File: config.mk
export PLATFORM = sky130hd
export DESIGN_NAME = moving_average_temperature_display
export DESIGN_NICKNAME = d
export VERILOG_FILES = /design/src/sv/matd_pkg.sv /design/src/sv/matd_front.sv /design/src/sv/matd_fifo.sv /design/src/sv/matd_back.sv /design/src/sv/moving_average_temperature_display.sv
export VERILOG_INCLUDE_DIRS = /design/src /design/src/sv
export SDC_FILE = /design/constraint.sdc
export NUM_CORES = 2
export LEC_CHECK = 0
export BUFFER_PORTS_ARGS = -buffer_cell sky130_fd_sc_hd__buf_4
export CAP_MARGIN = 20
export CORE_UTILIZATION = 50
export CTS_CLUSTER_SIZE = 8
export DETAILED_ROUTE_END_ITERATION = 12
export PLACE_DENSITY = 0.66
export SLEW_MARGIN = 10
export SYNTH_ARGS = -nofsm -noshare
export SYNTH_HDL_FRONTEND = slang
export SYNTH_SLANG_ARGS = --single-unit
export TNS_END_PERCENT = 30
File: constraint.sdc
create_clock -name aclk -period 24.9 [get_ports aclk]
set_input_delay 2.49 -clock aclk [delete_from_list [all_inputs] [get_ports aclk]]
set_output_delay 2.49 -clock aclk [all_outputs]
set_load 0.005 [all_outputs]
File: src/sv/moving_average_temperature_display_assert.svh
// Assertion macros for the moving average temperature display.
`ifndef MOVING_AVERAGE_TEMPERATURE_DISPLAY_ASSERT_SVH
`define MOVING_AVERAGE_TEMPERATURE_DISPLAY_ASSERT_SVH

`ifndef SYNTHESIS

// Same-cycle implication
`define MATD_ASSERT_SAME(label, clk, rst_n, pre, post, msg) \
    label: assert property (@(posedge clk) disable iff (!rst_n) (pre) |-> (post)) \
        else $error(msg);

// Next-cycle implication
`define MATD_ASSERT_NEXT(label, clk, rst_n, pre, post, msg) \
    label: assert property (@(posedge clk) disable iff (!rst_n) (pre) |=> (post)) \
        else $error(msg);

`else

`define MATD_ASSERT_SAME(label, clk, rst_n, pre, post, msg)
`define MATD_ASSERT_NEXT(label, clk, rst_n, pre, post, msg)

`endif

`endif

File: src/sv/matd_pkg.sv
package matd_pkg;

    // Fixed field widths
    localparam int SAMPLE_W = 10;
    localparam int SUM_W    = 16;
    localparam int CNT_W    = 16;

    // x * 351 / 553 as one multiply and shift, exact for every 10-bit x
    localparam int                SCALE_SH  = 20;
    localparam logic [SCALE_SH-1:0] SCALE_MUL = 20'd665552;

    // Configuration register indexes
    localparam logic [1:0] CFG_REPORT_PERIOD    = 2'd0;
    localparam logic [1:0] CFG_HOLD_TIME        = 2'd1;
    localparam logic [1:0] CFG_CHANGE_THRESHOLD = 2'd2;

    // Configuration reset values
    localparam logic [CNT_W-1:0]    REPORT_PERIOD_RST    = 16'd200;
    localparam logic [CNT_W-1:0]    HOLD_TIME_RST        = 16'd3000;
    localparam logic [SAMPLE_W-1:0] CHANGE_THRESHOLD_RST = 10'd20;

    // Report queue depth
    localparam int QUEUE_DEPTH = 4;
    localparam int QPTR_W      = 2;
    localparam int QCNT_W      = 3;

    typedef struct packed {
        logic [CNT_W-1:0]    report_period;
        logic [CNT_W-1:0]    hold_time;
        logic [SAMPLE_W-1:0] change_threshold;
    } cfg_t;

    // One report handed from front to back
    typedef struct packed {
        logic [SUM_W-1:0]    sum;
        logic [SAMPLE_W-1:0] scaled_set;
        logic                show_set;
    } rpt_t;

    // Queue status seen by front and back
    typedef struct packed {
        logic valid;
        logic full;
    } q_status_t;

    function automatic logic [SAMPLE_W-1:0] scale_value(input logic [SAMPLE_W-1:0] v);
        logic [SAMPLE_W+SCALE_SH-1:0] prod;
        prod = (SAMPLE_W+SCALE_SH)'(v) * (SAMPLE_W+SCALE_SH)'(SCALE_MUL);
        return prod[SAMPLE_W+SCALE_SH-1:SCALE_SH];
    endfunction

endpackage

File: src/sv/matd_front.sv
module matd_front #(
    parameter int WINDOW = 50
) (
    input  logic                              aclk,
    input  logic                              aresetn,
    input  logic                              accept,
    input  logic [matd_pkg::SAMPLE_W-1:0]     adc_sample,
    input  logic [matd_pkg::SAMPLE_W-1:0]     set_point,
    input  matd_pkg::cfg_t                    cfg,
    output logic                              push,
    output matd_pkg::rpt_t                    push_data
);

    localparam int SLOT_W = (WINDOW > 1) ? $clog2(WINDOW) : 1;
    localparam int SW     = matd_pkg::SAMPLE_W;

    // Sample ring and its per-entry valid bits
    logic [SW-1:0]          ring_mem [WINDOW];
    logic [WINDOW-1:0]      valid_reg;
    logic [SW-1:0]          rd_data_reg;
    logic                   rd_valid_reg;

    logic [SLOT_W-1:0]               slot_reg, slot_next, slot_inc, rd_addr;
    logic [matd_pkg::SUM_W-1:0]      sum_reg, sum_next;
    logic [matd_pkg::CNT_W-1:0]      period_reg, period_next, period_inc;
    logic [matd_pkg::CNT_W-1:0]      hold_reg, hold_next, hold_inc;
    logic                            flag_reg, flag_next;
    logic [SW-1:0]                   base_reg, base_next, base_eff;
    logic                            loaded_reg;
    logic [SW-1:0]                   old_sample, scaled_set, diff;
    logic                            report;

    // Ring pointer, the read port runs one slot ahead of the write
    assign slot_inc   = (slot_reg == SLOT_W'(WINDOW - 1)) ? '0 : slot_reg + 1'b1;
    assign slot_next  = accept ? slot_inc : slot_reg;
    assign rd_addr    = slot_next;
    assign old_sample = rd_valid_reg ? rd_data_reg : '0;

    always_ff @(posedge aclk) begin
        if (accept) begin
            ring_mem[slot_reg] <= adc_sample;
        end
        rd_data_reg <= ring_mem[rd_addr];
    end

    // Running window sum
    assign sum_next = sum_reg - matd_pkg::SUM_W'(old_sample) + matd_pkg::SUM_W'(adc_sample);

    // Report period counter
    assign period_inc  = period_reg + 1'b1;
    assign report      = (period_inc >= cfg.report_period);
    assign period_next = report ? '0 : period_inc;

    // Hold timer, then set-point change detection
    assign scaled_set = matd_pkg::scale_value(set_point);
    assign hold_inc   = hold_reg + 1'b1;
    assign base_eff   = loaded_reg ? base_reg : scaled_set;
    assign diff       = (scaled_set >= base_eff) ? scaled_set - base_eff
                                                 : base_eff - scaled_set;

    always_comb begin
        hold_next = hold_reg;
        flag_next = flag_reg;
        base_next = base_eff;
        if (flag_reg) begin
            hold_next = hold_inc;
            if (hold_inc >= cfg.hold_time) begin
                hold_next = '0;
                flag_next = 1'b0;
            end
        end
        if (diff > cfg.change_threshold) begin
            base_next = scaled_set;
            flag_next = 1'b1;
            hold_next = '0;
        end
    end

    always_ff @(posedge aclk) begin
        if (!aresetn) begin
            valid_reg    <= '0;
            rd_valid_reg <= 1'b0;
            slot_reg     <= '0;
            sum_reg      <= '0;
            period_reg   <= '0;
            hold_reg     <= '0;
            flag_reg     <= 1'b0;
            base_reg     <= '0;
            loaded_reg   <= 1'b0;
        end else begin
            rd_valid_reg <= valid_reg[rd_addr];
            slot_reg     <= slot_next;
            if (accept) begin
                valid_reg[slot_reg] <= 1'b1;
                sum_reg    <= sum_next;
                period_reg <= period_next;
                hold_reg   <= hold_next;
                flag_reg   <= flag_next;
                base_reg   <= base_next;
                loaded_reg <= 1'b1;
            end
        end
    end

    // Hand the report to the queue
    assign push                 = accept && report;
    assign push_data.sum        = sum_next;
    assign push_data.scaled_set = scaled_set;
    assign push_data.show_set   = flag_next;

endmodule

File: src/sv/matd_fifo.sv
module matd_fifo (
    input  logic                  aclk,
    input  logic                  aresetn,
    input  logic                  push,
    input  matd_pkg::rpt_t        push_data,
    input  logic                  pop,
    output matd_pkg::rpt_t        pop_data,
    output matd_pkg::q_status_t   status
);

    matd_pkg::rpt_t                  entry_reg [matd_pkg::QUEUE_DEPTH];
    logic [matd_pkg::QPTR_W-1:0]     wr_ptr_reg, rd_ptr_reg;
    logic [matd_pkg::QCNT_W-1:0]     count_reg;

    // Entry storage
    always_ff @(posedge aclk) begin
        if (push) begin
            entry_reg[wr_ptr_reg] <= push_data;
        end
    end

    // Pointers and fill count
    always_ff @(posedge aclk) begin
        if (!aresetn) begin
            wr_ptr_reg <= '0;
            rd_ptr_reg <= '0;
            count_reg  <= '0;
        end else begin
            if (push) begin
                wr_ptr_reg <= wr_ptr_reg + 1'b1;
            end
            if (pop) begin
                rd_ptr_reg <= rd_ptr_reg + 1'b1;
            end
            if (push && !pop) begin
                count_reg <= count_reg + 1'b1;
            end else if (pop && !push) begin
                count_reg <= count_reg - 1'b1;
            end
        end
    end

    assign pop_data     = entry_reg[rd_ptr_reg];
    assign status.valid = (count_reg != '0);
    assign status.full  = (count_reg == matd_pkg::QCNT_W'(matd_pkg::QUEUE_DEPTH));

endmodule

File: src/sv/matd_back.sv
module matd_back #(
    parameter int WINDOW = 50
) (
    input  logic                  aclk,
    input  logic                  aresetn,
    input  matd_pkg::q_status_t   q_status,
    input  matd_pkg::rpt_t        q_data,
    output logic                  pop,
    output logic                  m_tvalid,
    input  logic                  m_tready,
    output logic [31:0]           m_tdata,
    output logic                  m_tuser
);

    localparam int SW        = matd_pkg::SAMPLE_W;
    localparam int SUM_W     = matd_pkg::SUM_W;
    // Divide by WINDOW as multiply by a rounded-up reciprocal, exact for 16-bit sums
    localparam int DIV_SH    = SUM_W + ((WINDOW > 1) ? $clog2(WINDOW) : 1);
    localparam longint DIV_MUL = ((longint'(1) << DIV_SH) + WINDOW - 1) / WINDOW;
    localparam int DIV_MUL_W = $clog2(DIV_MUL + 1);
    localparam int PROD_W    = SUM_W + DIV_MUL_W;

    logic                   a_valid_reg;
    logic [SW-1:0]          a_avg_reg, a_set_reg;
    logic                   a_show_reg;
    logic                   out_valid_reg;
    logic [SW-1:0]          out_avg_reg, out_scaled_reg, out_shown_reg;
    logic                   out_show_reg;

    logic                   a_ready, b_ready;
    logic [PROD_W-1:0]      div_prod;
    logic [SW-1:0]          scaled;

    // Stall chain
    assign b_ready = !out_valid_reg || m_tready;
    assign a_ready = !a_valid_reg || b_ready;
    assign pop     = q_status.valid && a_ready;

    // Window average
    assign div_prod = PROD_W'(q_data.sum) * PROD_W'(DIV_MUL);
    // Scaling of the average
    assign scaled   = matd_pkg::scale_value(a_avg_reg);

    always_ff @(posedge aclk) begin
        if (!aresetn) begin
            a_valid_reg   <= 1'b0;
            out_valid_reg <= 1'b0;
        end else begin
            if (a_ready) begin
                a_valid_reg <= q_status.valid;
            end
            if (b_ready) begin
                out_valid_reg <= a_valid_reg;
            end
        end
    end

    always_ff @(posedge aclk) begin
        if (pop) begin
            a_avg_reg  <= div_prod[DIV_SH +: SW];
            a_set_reg  <= q_data.scaled_set;
            a_show_reg <= q_data.show_set;
        end
        if (b_ready && a_valid_reg) begin
            out_avg_reg    <= a_avg_reg;
            out_scaled_reg <= scaled;
            out_shown_reg  <= a_show_reg ? a_set_reg : scaled;
            out_show_reg   <= a_show_reg;
        end
    end

    assign m_tvalid = out_valid_reg;
    assign m_tdata  = {2'b00, out_shown_reg, out_scaled_reg, out_avg_reg};
    assign m_tuser  = out_show_reg;

endmodule

File: src/sv/moving_average_temperature_display.sv
// Throughput: one input beat per cycle unless the report queue is full; a
// four-entry report queue decouples the sample-ring front end from the divide
// and scale pipeline, whose average and output registers feed m_tvalid.
// Reset: synchronous, active low; clears the ring valid bits, sum, counters,
// hold flag, baseline and queue, and loads the register reset values.
`include "moving_average_temperature_display_assert.svh"

module moving_average_temperature_display #(
    parameter int WINDOW = 50
) (
    input  logic         aclk,
    input  logic         aresetn,
    // Input stream
    input  logic         s_tvalid,
    output logic         s_tready,
    input  logic [23:0]  s_tdata,   // [9:0] adc_sample, [19:10] set_point
    // Result stream
    output logic         m_tvalid,
    input  logic         m_tready,
    output logic [31:0]  m_tdata,   // [9:0] average_raw, [19:10] average_scaled,
                                    // [29:20] shown_value
    output logic         m_tuser,   // [0] showing_set
    // Register writes
    input  logic         cfg_valid,
    output logic         cfg_ready,
    input  logic [1:0]   cfg_index,
    input  logic [15:0]  cfg_data
);

    matd_pkg::cfg_t       cfg_reg;
    matd_pkg::q_status_t  q_status;
    matd_pkg::rpt_t       push_data, pop_data;
    logic                 accept, push, pop;

    // Register file
    assign cfg_ready = 1'b1;

    always_ff @(posedge aclk) begin
        if (!aresetn) begin
            cfg_reg.report_period    <= matd_pkg::REPORT_PERIOD_RST;
            cfg_reg.hold_time        <= matd_pkg::HOLD_TIME_RST;
            cfg_reg.change_threshold <= matd_pkg::CHANGE_THRESHOLD_RST;
        end else if (cfg_valid && cfg_ready) begin
            case (cfg_index)
                matd_pkg::CFG_REPORT_PERIOD: begin
                    cfg_reg.report_period <= cfg_data;
                end
                matd_pkg::CFG_HOLD_TIME: begin
                    cfg_reg.hold_time <= cfg_data;
                end
                matd_pkg::CFG_CHANGE_THRESHOLD: begin
                    cfg_reg.change_threshold <= cfg_data[matd_pkg::SAMPLE_W-1:0];
                end
                default: begin
                end
            endcase
        end
    end

    // Input beats are taken whenever the queue can hold a report
    assign s_tready = !q_status.full;
    assign accept   = s_tvalid && s_tready;

    matd_front #(
        .WINDOW (WINDOW)
    ) u_front (
        .aclk       (aclk),
        .aresetn    (aresetn),
        .accept     (accept),
        .adc_sample (s_tdata[9:0]),
        .set_point  (s_tdata[19:10]),
        .cfg        (cfg_reg),
        .push       (push),
        .push_data  (push_data)
    );

    matd_fifo u_fifo (
        .aclk      (aclk),
        .aresetn   (aresetn),
        .push      (push),
        .push_data (push_data),
        .pop       (pop),
        .pop_data  (pop_data),
        .status    (q_status)
    );

    matd_back #(
        .WINDOW (WINDOW)
    ) u_back (
        .aclk     (aclk),
        .aresetn  (aresetn),
        .q_status (q_status),
        .q_data   (pop_data),
        .pop      (pop),
        .m_tvalid (m_tvalid),
        .m_tready (m_tready),
        .m_tdata  (m_tdata),
        .m_tuser  (m_tuser)
    );

    // Checks
    `MATD_ASSERT_SAME(a_no_overflow, aclk, aresetn, push, !q_status.full, "report queue overflow")
    `MATD_ASSERT_NEXT(a_period_write, aclk, aresetn, cfg_valid && cfg_ready && cfg_index == matd_pkg::CFG_REPORT_PERIOD, cfg_reg.report_period == $past(cfg_data), "period write lost")
    `MATD_ASSERT_SAME(a_shown_meas, aclk, aresetn, m_tvalid && !m_tuser, m_tdata[29:20] == m_tdata[19:10], "shown value not the scaled average")

endmodule

==> metrics.yaml <==
status: "complete, no violations"
clk_latency_ns: 0.69
crit_arrival_ns: 12.51
n_fill_cell: 7333
synth_top_area_share_pct: 43.9
clk_pin_slew_ns: 0.05
synth-async-reset-ratio_pct: 0
fmax_ghz: 0.0842
synth-edff-count: 660
fin_tns_setup_ns: 0
rr_worst_depth: 21
fin_worst_skew_ns: 0.0509
crit_path_max_fanout: 17
vias_per_cell: 5.55
synth.distinct_cells: 96
nets: 4643
regArea_um2: 23400
cts_tree: "built"
largest_reg_flops: 500
drive_gt1_share_pct: 8.77
postCtsHoldBufs: 0
grt_setup_unrepaired: "no"
met3_usage_pct: 2.94
syn_to_final_growth_pct: 11.8
cp-end-kind: "flip-flop"
overflow: 0
ant_nets: 0
die_y_um: 302
grt.busiest_layer: "met2"
critPathLaunchType: "input pin"
grt_util_all_layers_pct: 22.1
cp_slowest_stage_delay_ns: 0.62
h-tree-depth: 3
grt_use_met1_pct: 31.8
relSlewSlack_pct: 23.7
setup_viol: 0
syn_avg_cell_area_um2: 11.4
drt-initial-drc-count: 2216
place_hpwl_um: 64700
via_count: 29400
grt_first_pass_wirelength_um: 158000
die_x_um: 302
grt_use_met2_pct: 35.2
drv_slew: 0
yosysSeqAreaShare_pct: 51.9
min_period_over_period_pct: 47.7
path_class: "input pin to flip-flop"
cp.required_ns: 25.53
cts_root_buf: "clkbuf_16"
pin_count: 83
yosysWarningCount: 0
clock_sinks: 840
drt-pass1-iter-count: 5
ys_ff_latch: 840
avgRoutedWirePerCell_um: 18.9
die-area_um2: 91500
place_congestion: 0.841
final_util_pct: 56.7
max_cap_viol_count: 0
netlist_instances: 3954
whs_path_depth: 2
wirelength_um: 100000
rows: 109
period_minus_slack_ns: 11.88
core_um2: 88900
post-route-drc-count: 0
crit_path_frequent_cell: "o21a_1"
synth_largest_area_cell: "edfxtp_1"
tightest_slew_ns: 1.14
port_buffers: 75
initial_utilization_pct: 50.7
syn_area_um2: 45100
synth_flop_cell: "edfxtp_1"
synth.area.top_cells: "edfxtp_1 44%, ha_1 11%, dfxtp_1 8.0%"
cts_buffers: 115
grt_antenna_before_repair: 2
grt_max_degree: 86
clockBufferDepth: 3
cts_setup_buffers: 0
hold_violations: 0
multiInputGateArea_um2: 19600
post_cts_resized: 0
hold_class: "flip-flop to flip-flop"
grt_pass1_vias: 28600
cpMaxStageDelayCell: "fa_1"
[path summary, 6_finish.rpt]
path	slack (ns)	to	start
worst max-delay path	13.02	u_front.hold_reg[13]$_SDFFE_PN0P_	s_tdata[17]
worst min-delay path	0.45	cfg_reg[39]$_SDFFE_PN0P_	cfg_reg[39]$_SDFFE_PN0P_
worst max register to register	17.20	u_back.a_avg_reg[9]$_DFFE_PP_	flip-flop
worst min register to register	0.45	cfg_reg[39]$_SDFFE_PN0P_	cfg_reg[39]$_SDFFE_PN0P_
[cells in the mapped netlist (11+ instances only)]
cell type  number
mux2i_1        35
nand2_1       696
nand2b_1       11
edfxtp_1      660
ha_1          380
inv_1         369
a211oi_1       31
clkbuf_1      111
mux4_2         27
nor2_1        247
o21a_1         13
o211ai_1       19
xor2_1         29
and3_1         78
dfxtp_1       180
nor3_1         29
nor2b_1        20
o21ai_0        42
and2_1         23
a21o_1         35
a21oi_1       139
a31oi_1        48
a311oi_1      102
buf_1          22
xnor2_1        51
nand4_1        11
buf_2          41
nand3_1       183
fa_1          177
[area by class of cell]
class                      count  share of cell area (%)
clock inverter                 6                   0.337
timing repair buffer         151                    2.33
inverter                     371                    2.77
clock buffer                 202                    6.41
antenna                        3                  0.0149
multi-input combinational   2560                    38.8
sequential                   840                    46.4
tap                         1165                    2.89
[routing by layer]
metal / routed length (um) / part of all wire, % / vias to the layer above
met3: 5850 / 5.8 / 138
met2: 46700 / 47 / 771
met4: 2130 / 2.1 / 0
li1: - / - / 14000
met5: 0 / 0 / -
met1: 45700 / 46 / 14500
[through the flow]
stage | std cells | hold WS (ns) | worst slack [ns] | instance area, um^2
after floorplan | 3955 | 0.436 | 13.59 | 45100
after global placement | 5062 | 0.442 | 12.46 | 46800
after detailed placement | 5074 | 0.448 | 12.36 | 46900
after CTS | 5282 | 0.455 | 13.07 | 50300
after global routing | 5297 | 0.466 | 12.32 | 50400
final | 5298 | 0.453 | 13.02 | 50400
[worst max-delay path: cells and delay by family]
kind            cells  cell delay [ns]
compound gates     16             3.97
fa+ha+maj           8             3.47
simple gates        8             1.53
buf+inv             6             0.82
mux                 1             0.21
[cells in the final DEF, fill, tap and decap left out, drive strengths merged, types with 27 or more instances in the layout]
cell type / count
a21o: 35
inv: 371
fa: 177
mux4: 27
xor2: 31
buf: 151
edfxtp: 660
o21ai: 45
ha: 380
nand2: 697
nor2: 248
clkbuf: 202
and3: 79
a211oi: 31
mux2i: 36
nor3: 29
nand3: 183
a31oi: 49
dfxtp: 180
a21oi: 140
xnor2: 53
a311oi: 102
[logic make-up (layout without fill, tap and decap cells)]
group                    count (synthesis)  in the layout  share of synthesized area, %
flip-flops                             840            840                          51.9
multiplexers                            71             71                          2.37
AND/OR/NAND/NOR                       1355           1355                          13.2
buffers and inverters                  555            730                          4.87
other                                    2              6                        0.0166
AO/OA/AOI/OAI                          490            490                          7.53
XOR/XNOR                                84             84                          1.75
adder cells (fa/ha/maj)                557            557                          18.4
Power is not shown: default switching activity piles up to over one toggle a cycle in this logic, so the estimate is an artifact.
